<file path="src/design/mmbs_pkg.sv">
// ----------------------------------------------------------------------------
// mmbs_pkg
// Shared types, constants and hash helpers for the multi-mode byte span engine.
// ----------------------------------------------------------------------------
package mmbs_pkg;

  localparam int COUNT_WIDTH = 48;

  localparam logic [63:0] FNV_BASIS = 64'hCBF29CE484222325;
  localparam logic [31:0] CRC_POLY  = 32'h82F63B78;
  localparam logic [31:0] CRC_INIT  = 32'hFFFFFFFF;

  // operating modes
  localparam logic [2:0] MODE_FNV   = 3'd0;
  localparam logic [2:0] MODE_XOR   = 3'd1;
  localparam logic [2:0] MODE_ADD   = 3'd2;
  localparam logic [2:0] MODE_COUNT = 3'd3;
  localparam logic [2:0] MODE_CRC   = 3'd4;
  localparam logic [2:0] MODE_FOLD  = 3'd5;

  // configuration register indexes
  localparam logic [1:0] REG_MODE = 2'd0;
  localparam logic [1:0] REG_IMM  = 2'd1;
  localparam logic [1:0] REG_SEED = 2'd2;

  typedef struct packed {
    logic [7:0] data_byte;
    logic       span_end;
    logic       job_end;
  } in_item_t;

  typedef struct packed {
    logic [7:0]  out_byte;
    logic        job_done;
    logic [63:0] checksum;
    logic [47:0] touched_bytes;
    logic [31:0] span_total;
  } out_item_t;

  // controller to datapath commands
  typedef struct packed {
    logic capture;
    logic hash_step;
    logic fold_step;
    logic cfg_we;
  } dp_cmd_t;

  // multiply by the fnv prime 2^40 + 2^8 + 0xb3 as shifts and adds
  function automatic logic [63:0] fnv_mul(input logic [63:0] x);
    logic [63:0] low_part;
    low_part = (x << 7) + (x << 5) + (x << 4) + (x << 1) + x;
    return (x << 40) + (x << 8) + low_part;
  endfunction

  // one reflected crc32c byte update
  function automatic logic [31:0] crc_byte(input logic [31:0] c, input logic [7:0] b);
    logic [31:0] acc;
    acc = c ^ {24'd0, b};
    for (int k = 0; k < 8; k++) begin
      acc = (acc >> 1) ^ (acc[0] ? CRC_POLY : 32'd0);
    end
    return acc;
  endfunction

endpackage

</file>
<file path="src/design/mmbs_ctrl.sv">
// ----------------------------------------------------------------------------
// mmbs_ctrl
// Sequencer: accepts an item, steps it through the hash and fold phases and
// owns the result valid flag.
// ----------------------------------------------------------------------------
module mmbs_ctrl (
  input  logic               clk,
  input  logic               rst_n,
  input  logic               in_valid,
  output logic               in_stall,
  output logic               out_valid,
  input  logic               out_stall,
  input  logic               cfg_valid,
  output logic               cfg_ready,
  output mmbs_pkg::dp_cmd_t  cmd
);

  localparam logic [1:0] ST_IDLE = 2'd0;
  localparam logic [1:0] ST_HASH = 2'd1;
  localparam logic [1:0] ST_FOLD = 2'd2;

  logic [1:0] state_r, state_nxt;
  logic       out_valid_r, out_valid_nxt;
  logic       accept;
  logic       fold_go;

  assign in_stall  = (state_r != ST_IDLE);
  assign cfg_ready = (state_r == ST_IDLE);
  assign out_valid = out_valid_r;

  assign accept  = in_valid && (state_r == ST_IDLE);
  // the result register must be free or draining this cycle
  assign fold_go = (state_r == ST_FOLD) && (!out_valid_r || !out_stall);

  always_comb begin
    state_nxt = state_r;
    case (state_r)
      ST_IDLE: begin
        if (accept) state_nxt = ST_HASH;
      end
      ST_HASH: state_nxt = ST_FOLD;
      ST_FOLD: begin
        if (fold_go) state_nxt = ST_IDLE;
      end
      default: state_nxt = ST_IDLE;
    endcase
  end

  always_comb begin
    out_valid_nxt = out_valid_r;
    if (fold_go) begin
      out_valid_nxt = 1'b1;
    end else if (out_valid_r && !out_stall) begin
      out_valid_nxt = 1'b0;
    end
  end

  always_comb begin
    cmd.capture   = accept;
    cmd.hash_step = (state_r == ST_HASH);
    cmd.fold_step = fold_go;
    cmd.cfg_we    = cfg_valid && (state_r == ST_IDLE);
  end

  always_ff @(posedge clk) begin
    if (!rst_n) begin
      state_r     <= ST_IDLE;
      out_valid_r <= 1'b0;
    end else begin
      state_r     <= state_nxt;
      out_valid_r <= out_valid_nxt;
    end
  end

endmodule

</file>
<file path="src/design/mmbs_dp.sv">
// ----------------------------------------------------------------------------
// mmbs_dp
// Datapath: configuration registers, job accumulators, span fold and the
// result register.
// ----------------------------------------------------------------------------
module mmbs_dp (
  input  logic                 clk,
  input  logic                 rst_n,
  input  mmbs_pkg::dp_cmd_t    cmd,
  input  mmbs_pkg::in_item_t   in_data,
  input  logic [1:0]           cfg_index,
  input  logic [63:0]          cfg_data,
  output mmbs_pkg::out_item_t  out_data
);

  localparam int CW = mmbs_pkg::COUNT_WIDTH;

  logic [2:0]  mode_r;
  logic [7:0]  imm_r;
  logic [63:0] seed_r;

  mmbs_pkg::in_item_t item_r;

  logic [63:0]   job_hash_r;
  logic [31:0]   crc_r;
  logic [CW-1:0] eq_count_r;
  logic [63:0]   span_hash_r;
  logic [63:0]   fold_r;
  logic [CW-1:0] byte_cnt_r;
  logic [31:0]   span_cnt_r;
  logic          job_open_r;

  mmbs_pkg::out_item_t out_r, out_nxt;

  logic [63:0] hash_base;
  logic        byte_counted;
  logic        span_done;
  logic [63:0] fold_nxt;
  logic [31:0] span_cnt_nxt;
  logic [63:0] sum;

  // first byte of a job starts from the seed
  assign hash_base = job_open_r ? job_hash_r : seed_r;
  assign span_done = item_r.span_end || item_r.job_end;

  always_comb begin
    case (mode_r) inside
      [mmbs_pkg::MODE_FNV:mmbs_pkg::MODE_FOLD]: byte_counted = 1'b1;
      default:                                   byte_counted = 1'b0;
    endcase
  end

  assign fold_nxt     = span_done ?
                        (fold_r ^ mmbs_pkg::fnv_mul(span_hash_r ^ {56'd0, imm_r})) : fold_r;
  assign span_cnt_nxt = (span_done && !(&span_cnt_r)) ? span_cnt_r + 32'd1 : span_cnt_r;

  always_comb begin
    sum = 64'd0;
    if (item_r.job_end) begin
      case (mode_r)
        mmbs_pkg::MODE_FNV:   sum = job_hash_r;
        mmbs_pkg::MODE_COUNT: sum = 64'(eq_count_r);
        mmbs_pkg::MODE_CRC:   sum = {32'd0, ~crc_r};
        mmbs_pkg::MODE_FOLD:  sum = fold_nxt;
        default:              sum = 64'd0;
      endcase
    end
  end

  always_comb begin
    out_nxt.out_byte = item_r.data_byte;
    case (mode_r)
      mmbs_pkg::MODE_XOR: out_nxt.out_byte = item_r.data_byte ^ imm_r;
      mmbs_pkg::MODE_ADD: out_nxt.out_byte = item_r.data_byte + imm_r;
      default:            out_nxt.out_byte = item_r.data_byte;
    endcase
    out_nxt.job_done      = item_r.job_end;
    out_nxt.checksum      = sum;
    out_nxt.touched_bytes = 48'(byte_cnt_r);
    out_nxt.span_total    = span_cnt_nxt;
  end

  assign out_data = out_r;

  always_ff @(posedge clk) begin
    if (cmd.capture) item_r <= in_data;
    if (cmd.fold_step) out_r <= out_nxt;
  end

  always_ff @(posedge clk) begin
    if (!rst_n) begin
      mode_r <= mmbs_pkg::MODE_FNV;
      imm_r  <= 8'd0;
      seed_r <= mmbs_pkg::FNV_BASIS;
    end else if (cmd.cfg_we) begin
      case (cfg_index)
        mmbs_pkg::REG_MODE: mode_r <= cfg_data[2:0];
        mmbs_pkg::REG_IMM:  imm_r  <= cfg_data[7:0];
        mmbs_pkg::REG_SEED: seed_r <= cfg_data;
        default: ;
      endcase
    end
  end

  always_ff @(posedge clk) begin
    if (!rst_n) begin
      job_hash_r  <= mmbs_pkg::FNV_BASIS;
      crc_r       <= mmbs_pkg::CRC_INIT;
      eq_count_r  <= '0;
      span_hash_r <= mmbs_pkg::FNV_BASIS;
      fold_r      <= 64'd0;
      byte_cnt_r  <= '0;
      span_cnt_r  <= 32'd0;
      job_open_r  <= 1'b0;
    end else if (cmd.hash_step) begin
      job_hash_r  <= mmbs_pkg::fnv_mul(hash_base ^ {56'd0, item_r.data_byte});
      crc_r       <= mmbs_pkg::crc_byte(crc_r, item_r.data_byte);
      span_hash_r <= mmbs_pkg::fnv_mul(span_hash_r ^ {56'd0, item_r.data_byte});
      job_open_r  <= 1'b1;
      if (item_r.data_byte == imm_r && !(&eq_count_r)) eq_count_r <= eq_count_r + CW'(1);
      if (byte_counted && !(&byte_cnt_r)) byte_cnt_r <= byte_cnt_r + CW'(1);
    end else if (cmd.fold_step) begin
      if (item_r.job_end) begin
        // job finished: back to start values
        job_hash_r  <= seed_r;
        crc_r       <= mmbs_pkg::CRC_INIT;
        eq_count_r  <= '0;
        span_hash_r <= mmbs_pkg::FNV_BASIS;
        fold_r      <= 64'd0;
        byte_cnt_r  <= '0;
        span_cnt_r  <= 32'd0;
        job_open_r  <= 1'b0;
      end else begin
        fold_r     <= fold_nxt;
        span_cnt_r <= span_cnt_nxt;
        if (span_done) span_hash_r <= mmbs_pkg::FNV_BASIS;
      end
    end
  end

endmodule

</file>
<file path="src/design/multi_mode_byte_span_engine_core.sv">
// Sequence: an accepted item passes the hash and then the fold state before out_valid
// rises, and the fold waits while out_stall holds a full result register. Items go
// one at a time through the controller's three-phase sequence around the fnv
// shift-add multipliers, and in_stall is high until the item has folded.
// Reset: synchronous active-low rst_n clears the sequencer, result valid,
// configuration registers and job accumulators to their start values.
// ----------------------------------------------------------------------------
// multi_mode_byte_span_engine_core
// Top level: byte stream engine with fnv-1a 64, xor, add, count, crc32c and
// span hash fold modes.
// ----------------------------------------------------------------------------
module multi_mode_byte_span_engine_core (
  input  logic                 clk,
  input  logic                 rst_n,
  input  logic                 in_valid,
  output logic                 in_stall,
  input  mmbs_pkg::in_item_t   in_data,
  output logic                 out_valid,
  input  logic                 out_stall,
  output mmbs_pkg::out_item_t  out_data,
  input  logic                 cfg_valid,
  output logic                 cfg_ready,
  input  logic [1:0]           cfg_index,
  input  logic [63:0]          cfg_data
);

  mmbs_pkg::dp_cmd_t cmd;

  mmbs_ctrl u_ctrl (
    .clk       (clk),
    .rst_n     (rst_n),
    .in_valid  (in_valid),
    .in_stall  (in_stall),
    .out_valid (out_valid),
    .out_stall (out_stall),
    .cfg_valid (cfg_valid),
    .cfg_ready (cfg_ready),
    .cmd       (cmd)
  );

  mmbs_dp u_dp (
    .clk       (clk),
    .rst_n     (rst_n),
    .cmd       (cmd),
    .in_data   (in_data),
    .cfg_index (cfg_index),
    .cfg_data  (cfg_data),
    .out_data  (out_data)
  );

endmodule

</file>
<file path="config.mk">
export PLATFORM = sky130hd
export DESIGN_NAME = multi_mode_byte_span_engine_core
export DESIGN_NICKNAME = d
export VERILOG_FILES = /design/src/design/mmbs_pkg.sv /design/src/design/mmbs_ctrl.sv /design/src/design/mmbs_dp.sv /design/src/design/multi_mode_byte_span_engine_core.sv
export SDC_FILE = /design/constraint.sdc
export NUM_CORES = 2
export LEC_CHECK = 0
export BUFFER_PORTS_ARGS = -buffer_cell sky130_fd_sc_hd__buf_2
export CORE_MARGIN = 2
export CORE_UTILIZATION = 44
export DETAILED_ROUTE_END_ITERATION = 6
export HOLD_SLACK_MARGIN = 0.02
export PLACE_DENSITY = 0.66
export REMOVE_ABC_BUFFERS = 1
export SKIP_CTS_REPAIR_TIMING = 1
export SLEW_MARGIN = 10
export SYNTH_ARGS = -nofsm -noshare
export SYNTH_HDL_FRONTEND = slang
export SYNTH_SLANG_ARGS = --single-unit
</file>
<file path="constraint.sdc">
create_clock -name clk -period 9.3 [get_ports clk]
set_input_delay 0.465 -clock clk [delete_from_list [all_inputs] [get_ports clk]]
set_output_delay 0.465 -clock clk [all_outputs]
set_load 0.005 [all_outputs]
</file>
# Word level (Yosys, flattened, before mapping)
# Index checks and enable logic that the tools add are counted.
# totals
reg_bits	594
input_bits	81
out_inout_bits	156
wordCells	150
# op_classes
addsub	22
magnitude_cmp	2
eq_ne	14
muxes	40
n_bitwise	16
n_reduce_logical	35
# op_table
operator	count
adder 64 bit	18
two-way mux 64 bit	10
two-way mux 32 bit	13
two-way mux 48 bit	6
one-hot mux 64 bit (4 select lines)	1
bitwise XOR 31 x 32 -> 32 bit	8
bitwise XOR 64 x 8 -> 64 bit	3
adder 48 x 1 -> 48 bit, second input constant	2
AND reduction 48 bit	2
bitwise XOR 64 bit	1
adder 32 x 1 -> 32 bit, second input constant	1
NOT 32 bit	1
AND reduction 32 bit	1
bitwise XOR 32 x 8 -> 32 bit	1
one-hot mux 8 bit (2 select lines)	1
AND reduction 2 bit	7
adder 8 bit	1
equality test 8 bit	1
logical AND 1 bit	8
!= test 2 x 1 -> 1 bit, second input constant	4
nonzero test 2 bit	4
bitwise XOR 8 bit	1
equality test 3 x 2 -> 1 bit, second input constant	2
equality test 3 bit, second input constant	2
15 further kinds	30

# Longest topological paths before layout
# depth
depth_word	18
depth_mapped	24
depth_no_buf	22

# Cells and area by module
# A second synthesis with hierarchy kept.
# unflattened
cells_unflattened	5424
area_unflattened_um2	50233.2
# modules_own_cells
module	instances	cells_per_inst	area_per_inst_um2	seq_area_each_um2
mmbs_dp	1	5407	50083.0	13462.9
mmbs_ctrl	1	17	150.1	60.1

# Worst setup path before layout
# No wires, ideal clock.
# synth_timing
kind	register to register
start	register u_dp.job_open_r
end	register u_dp.job_hash_r[47]
setup_time_ps	141
t_arrival_ps	6791
t_required_ps	9159
setup_slack_ps	2369
path_stages_with_launch	23
n_path_buf	4
synth_period_minus_slack_ps	6931
cell_sequence	dfxtp_1 > clkbuf_1 > clkbuf_1 > clkbuf_1 > mux2i_1 > inv_1 > fa_1 > fa_1 > fa_1 > ha_1 > ha_1 > clkbuf_1 > a21o_1 > a21o_1 > a2111oi_1 > o41ai_2 > a41oi_2 > o21ai_1 > a31o_2 > a21oi_1 > o21ai_1 > xnor2_1 > o2111ai_1
# synth_between
elab_chain_cells	8
elab_cells_between_ends	9
classes_between	6 x add/sub; 2 x mux; 1 x bitwise
# synth_rtl
item	line_no	text
from (decl)	mmbs_dp.sv:31	logic job_open_r;
from (signal assigned)	mmbs_dp.sv:114	job_open_r <= 1'b0;
from (signal assigned)	mmbs_dp.sv:119	job_open_r <= 1'b1;
from (signal assigned)	mmbs_dp.sv:132	job_open_r <= 1'b0;
two-way mux 64 bit *	mmbs_dp.sv:43	assign hash_base = job_open_r ? job_hash_r : seed_r;
bitwise XOR 64 x 8 -> 64 bit *	mmbs_dp.sv:116	job_hash_r <= mmbs_pkg::fnv_mul(hash_base ^ {56'd0, item_r.data_byte});
adder 64 bit (4 in a row)	mmbs_pkg.sv:51	low_part = (x << 7) + (x << 5) + (x << 4) + (x << 1) + x;
adder 64 bit *	mmbs_pkg.sv:52	return (x << 40) + (x << 8) + low_part;
two-way mux 64 bit *	mmbs_dp.sv:115	end else if (cmd.hash_step) begin
to (signal assigned)	mmbs_dp.sv:107	job_hash_r <= mmbs_pkg::FNV_BASIS;
to (signal assigned)	mmbs_dp.sv:116	
to (signal assigned)	mmbs_dp.sv:125	job_hash_r <= seed_r;
to (decl)	mmbs_dp.sv:24	logic [63:0] job_hash_r;
# Every way passes the cells marked *; elsewhere a longest branch is shown, timed or not.
# A chain may end at the register's enable or synchronous reset.

# Worst setup path after layout
# layout_timing
start	register u_dp.job_open_r
end	register u_dp.job_hash_r[62]
# Same word-level chain as after synthesis.

==> reports/summary.txt <==
maximum buffer depth of the clock tree: 3
count of filler cells inserted in the layout: 10700
crit path capture type: flop
I/O Buffers: 236
WP data required: 9.81 ns
die outline width: 344 um
GP Congestion: 1.00
GRT Util Overall: 27.1%
final max-slew violation count: 0
status: complete, no violations
async set-reset flop share out of synthesis: 0%
number of diodes added for antenna fixing: 0
global-route wire length before repair: 244 mm
CP Max Fanout: 34
Yosys cell types: 95
# IOs: 237
routed metal-1 wirelength: 68.1 mm
DPL Wire Length: 124 mm
Critical Path Max Stage Delay: 0.71 ns
kind of cell with the highest combined delay on the critical path: adder cells
average wire length per cell after detail routing: 22.4 um
worst rel slew slack: 22.2%
sequential element share of the synthesized area: 26.6%
length of the first detailed-routing pass in iterations: 6
sequence of cells on the critical path: buf_4 > mux2i_1 > inv_1 > fa_1 > inv_1 > fa_1 > inv_1 > fa_1 > fa_1 > ha_1 > nand4_1 > or3_1 > or4_1 > o21ai_1 > a41oi_1 > and3_1 > a21oi_1 > nand3b_1 > nand4_1
number of synthesized flops with an enable pin: 163
element type at the critical path start: flop
Worst EP arrival: 7.69 ns
placement row count: 124
number of warnings printed during yosys synthesis: 0
cell at the root of the clock tree: clkbuf_16
total negative slack: 0 ns
number of buffers inserted during clock tree synthesis: 72
placeable core area: 114000 um2
DRC Markers: 0
effective utilization at floorplan: 44.4%
full die area: 118000 um2
share of final-layout standard cells stronger than drive strength 1: 9.01%
total clock sinks: 594
clock network latency to the later pin of the worst-skew pair: 0.68 ns
synthesized area: 50800 um2
cell seen most often among critical-path stages: fa_1
number of antenna violations at the first check in global routing: 4
number of DRC violations after detailed-routing iteration 0: 3848
post-route clock skew: 0.0393 ns
clock tree from TritonCTS: yes
Final setup viols: 0
Via Count: 40600
Worst Setup Path Type: reg2reg
number of levels the H-tree was split into: 3
Final Net Count: 6484
via count of the first global-routing pass: 40200
cell with the biggest individual delay on the critical path: dfxtp_4
RSZ-0062 raised after global routing: false
post-route ant nets: 0
routed wire length on met2: 72.3 mm
largest net degree at the start of global routing: 88
fmax: 0.139 GHz
P&R area growth vs syn: 10.4%
Hold WC Path Type: in2reg
Post-Syn Instances: 5443
synthesized flop and latch total: 594
number of maximum-capacitance violations: 0
Final Cycle Share: 77.1%
Routed Wire Length: 160 mm
average footprint of a synthesized cell: 9.33 um2
final number of hold-violating endpoints: 0
sum of buffers and inverters on the critical path: 4
Post-synth top flop: dfxtp_1
wire length on met3: 12.7 mm
final hold slack: 0.00541 ns
Chip Height: 344 um
measured slew at the worst slew-check pin: 1.16 ns
CTS clk-pin slew, worst paths: 0.06 ns
via count normalized by instance count: 5.70
global route total overflow: 0
top routing layer used: met4
Final Critical Period: 7.17 ns
## worst reg2reg max path: stages, from the launching register on
cell	delay, ns
dfxtp_4	0.71
buf_4	0.47
mux2i_1	0.46
inv_1	0.25
fa_1	0.58
inv_1	0.05
fa_1	0.47
inv_1	0.06
fa_1	0.56
fa_1	0.46
ha_1	0.44
nand4_1	0.24
or3_1	0.45
or4_1	0.52
o21ai_1	0.38
a41oi_1	0.30
and3_1	0.25
a21oi_1	0.14
nand3b_1	0.12
nand4_1	0.09
## layout make-up
cell class | instances | area (um2) | share of cell area, %
repair buffers | 307 | 1760 | 3.15
well taps | 1512 | 1890 | 3.37
multi-input cells | 3941 | 33900 | 60.4
clock inverters | 37 | 537 | 0.957
flip-flops and latches | 594 | 13500 | 24.1
inverters | 642 | 2420 | 4.32
clock buffers | 95 | 2040 | 3.64
## cells in the mapped netlist, types with 8 or more instances
master	number	share of area (%)
o211ai_1	35	0.52
and2_1	22	0.27
clkbuf_1	228	1.7
a211oi_1	21	0.31
o21bai_1	31	0.46
nor4_1	17	0.21
or2_2	9	0.11
a21boi_0	9	0.13
nor2b_1	20	0.25
and3_1	50	0.62
o21a_1	28	0.41
o31ai_1	15	0.22
o21ai_1	17	0.17
edfxtp_1	163	9.6
ha_1	276	6.8
nand3b_1	9	0.13
dfxtp_1	431	17
nor3_1	56	0.55
inv_1	640	4.7
nand2b_1	31	0.38
mux2i_1	60	1.2
or3_1	48	0.59
xnor2_1	280	4.8
a221oi_1	18	0.31
a31oi_1	38	0.47
o21ai_0	199	2.0
a22oi_1	164	2.4
nand4_1	67	0.83
nand3_1	145	1.4
and4_1	14	0.24
or4_1	8	0.12
xor2_1	173	3.0
a21oi_1	344	3.4
a311oi_1	13	0.22
buf_1	17	0.13
o22ai_1	73	0.90
a21o_1	100	1.5
nor2_1	399	2.9
mux2_2	30	0.67
buf_2	18	0.18
fa_1	569	22
o2111ai_1	8	0.14
nand2_1	441	3.3
## sequential cells by signal, indices dropped and copies added (netlist names)
| signal | count |
|---|---|
| u_dp.seed_r | 64 |
| u_dp.crc_r | 32 |
| u_dp.fold_r | 64 |
| u_dp.mode_r | 3 |
| u_ctrl.state_r | 2 |
| u_dp.imm_r | 8 |
| u_dp.job_open_r | 1 |
| u_dp.item_r | 10 |
| u_dp.span_hash_r | 64 |
| u_dp.job_hash_r | 64 |
| u_dp.out_data | 153 |
| u_ctrl.out_valid | 1 |
| u_dp.byte_cnt_r | 48 |
| u_dp.eq_count_r | 48 |
| u_dp.span_cnt_r | 32 |
## cells by family (layout without fill, tap and decap cells)
family	count (synthesis)	after routing	share of synthesized area [%]
DFF	594	594	26.6
xor gates and xnor gates	462	462	8.15
buffers and inverters	908	1081	6.78
adders and majority gates	851	851	29.3
AOI/OAI and AO/OA	1185	1185	15.0
muxes	90	90	1.85
and+or+nand+nor	1353	1353	12.3
## routing by layer
layer  vias to the layer above  GRT usage [%]
met1                     20200           37.2
met5                         -              0
met4                         0           10.8
li1                      18700              -
met2                      1494           42.3
met3                       260           5.02
## cells in the final DEF (no fill, tap or decap), types with 17 or more instances in the layout
cell and n:
a211oi_1 21, a21o_1 100, a21oi_1 343, a221oi_1 18, a22oi_1 164, a31oi_1 38
and2_1 20, and3_1 50, buf_2 235, buf_4 57, clkbuf_16 73, dfxtp_1 429
edfxtp_1 163, fa_1 569, ha_1 276, inv_1 640, mux2_2 30, mux2i_1 59
nand2_1 438, nand2b_1 30, nand3_1 145, nand4_1 67, nor2_1 394, nor2b_1 19
nor3_1 55, nor4_1 17, o211ai_1 35, o21a_1 28, o21ai_0 198, o21ai_1 18
o21bai_1 31, o22ai_1 73, or3_1 48, xnor2_1 280, xor2_1 173
## final timing paths
path         slack, ns  cells past startpoint                          from                          endpoint
min              0.005                      3                   cfg_data[9]       u_dp.seed_r[9]$_SDFFE_PN1P_
max reg2reg       2.13                     19  u_dp.job_open_r$_SDFFE_PN0P_  u_dp.job_hash_r[62]$_SDFFE_PN1P_
max               2.13                     19  u_dp.job_open_r$_SDFFE_PN0P_  u_dp.job_hash_r[62]$_SDFFE_PN1P_
min reg2reg       0.47                      2  u_dp.fold_r[54]$_SDFFE_PN0P_      u_dp.fold_r[54]$_SDFFE_PN0P_
## stage by stage
step | utilization [%] | instance area, um2 | worst slack (ns) | instances
after floorplan | - | 49800 | 1.59 | 5177
after global placement | 46.7 | 53400 | 1.99 | 6982
after detailed placement | 46.7 | 53400 | 2.25 | 6982
after CTS | 48.9 | 55900 | 2.19 | 7114
after global routing | 49.0 | 56100 | 1.73 | 7128
final | 49.0 | 56100 | 2.13 | 7128
Power is not shown: default switching activity piles up to over one toggle a cycle in this logic, so the estimate is an artifact.
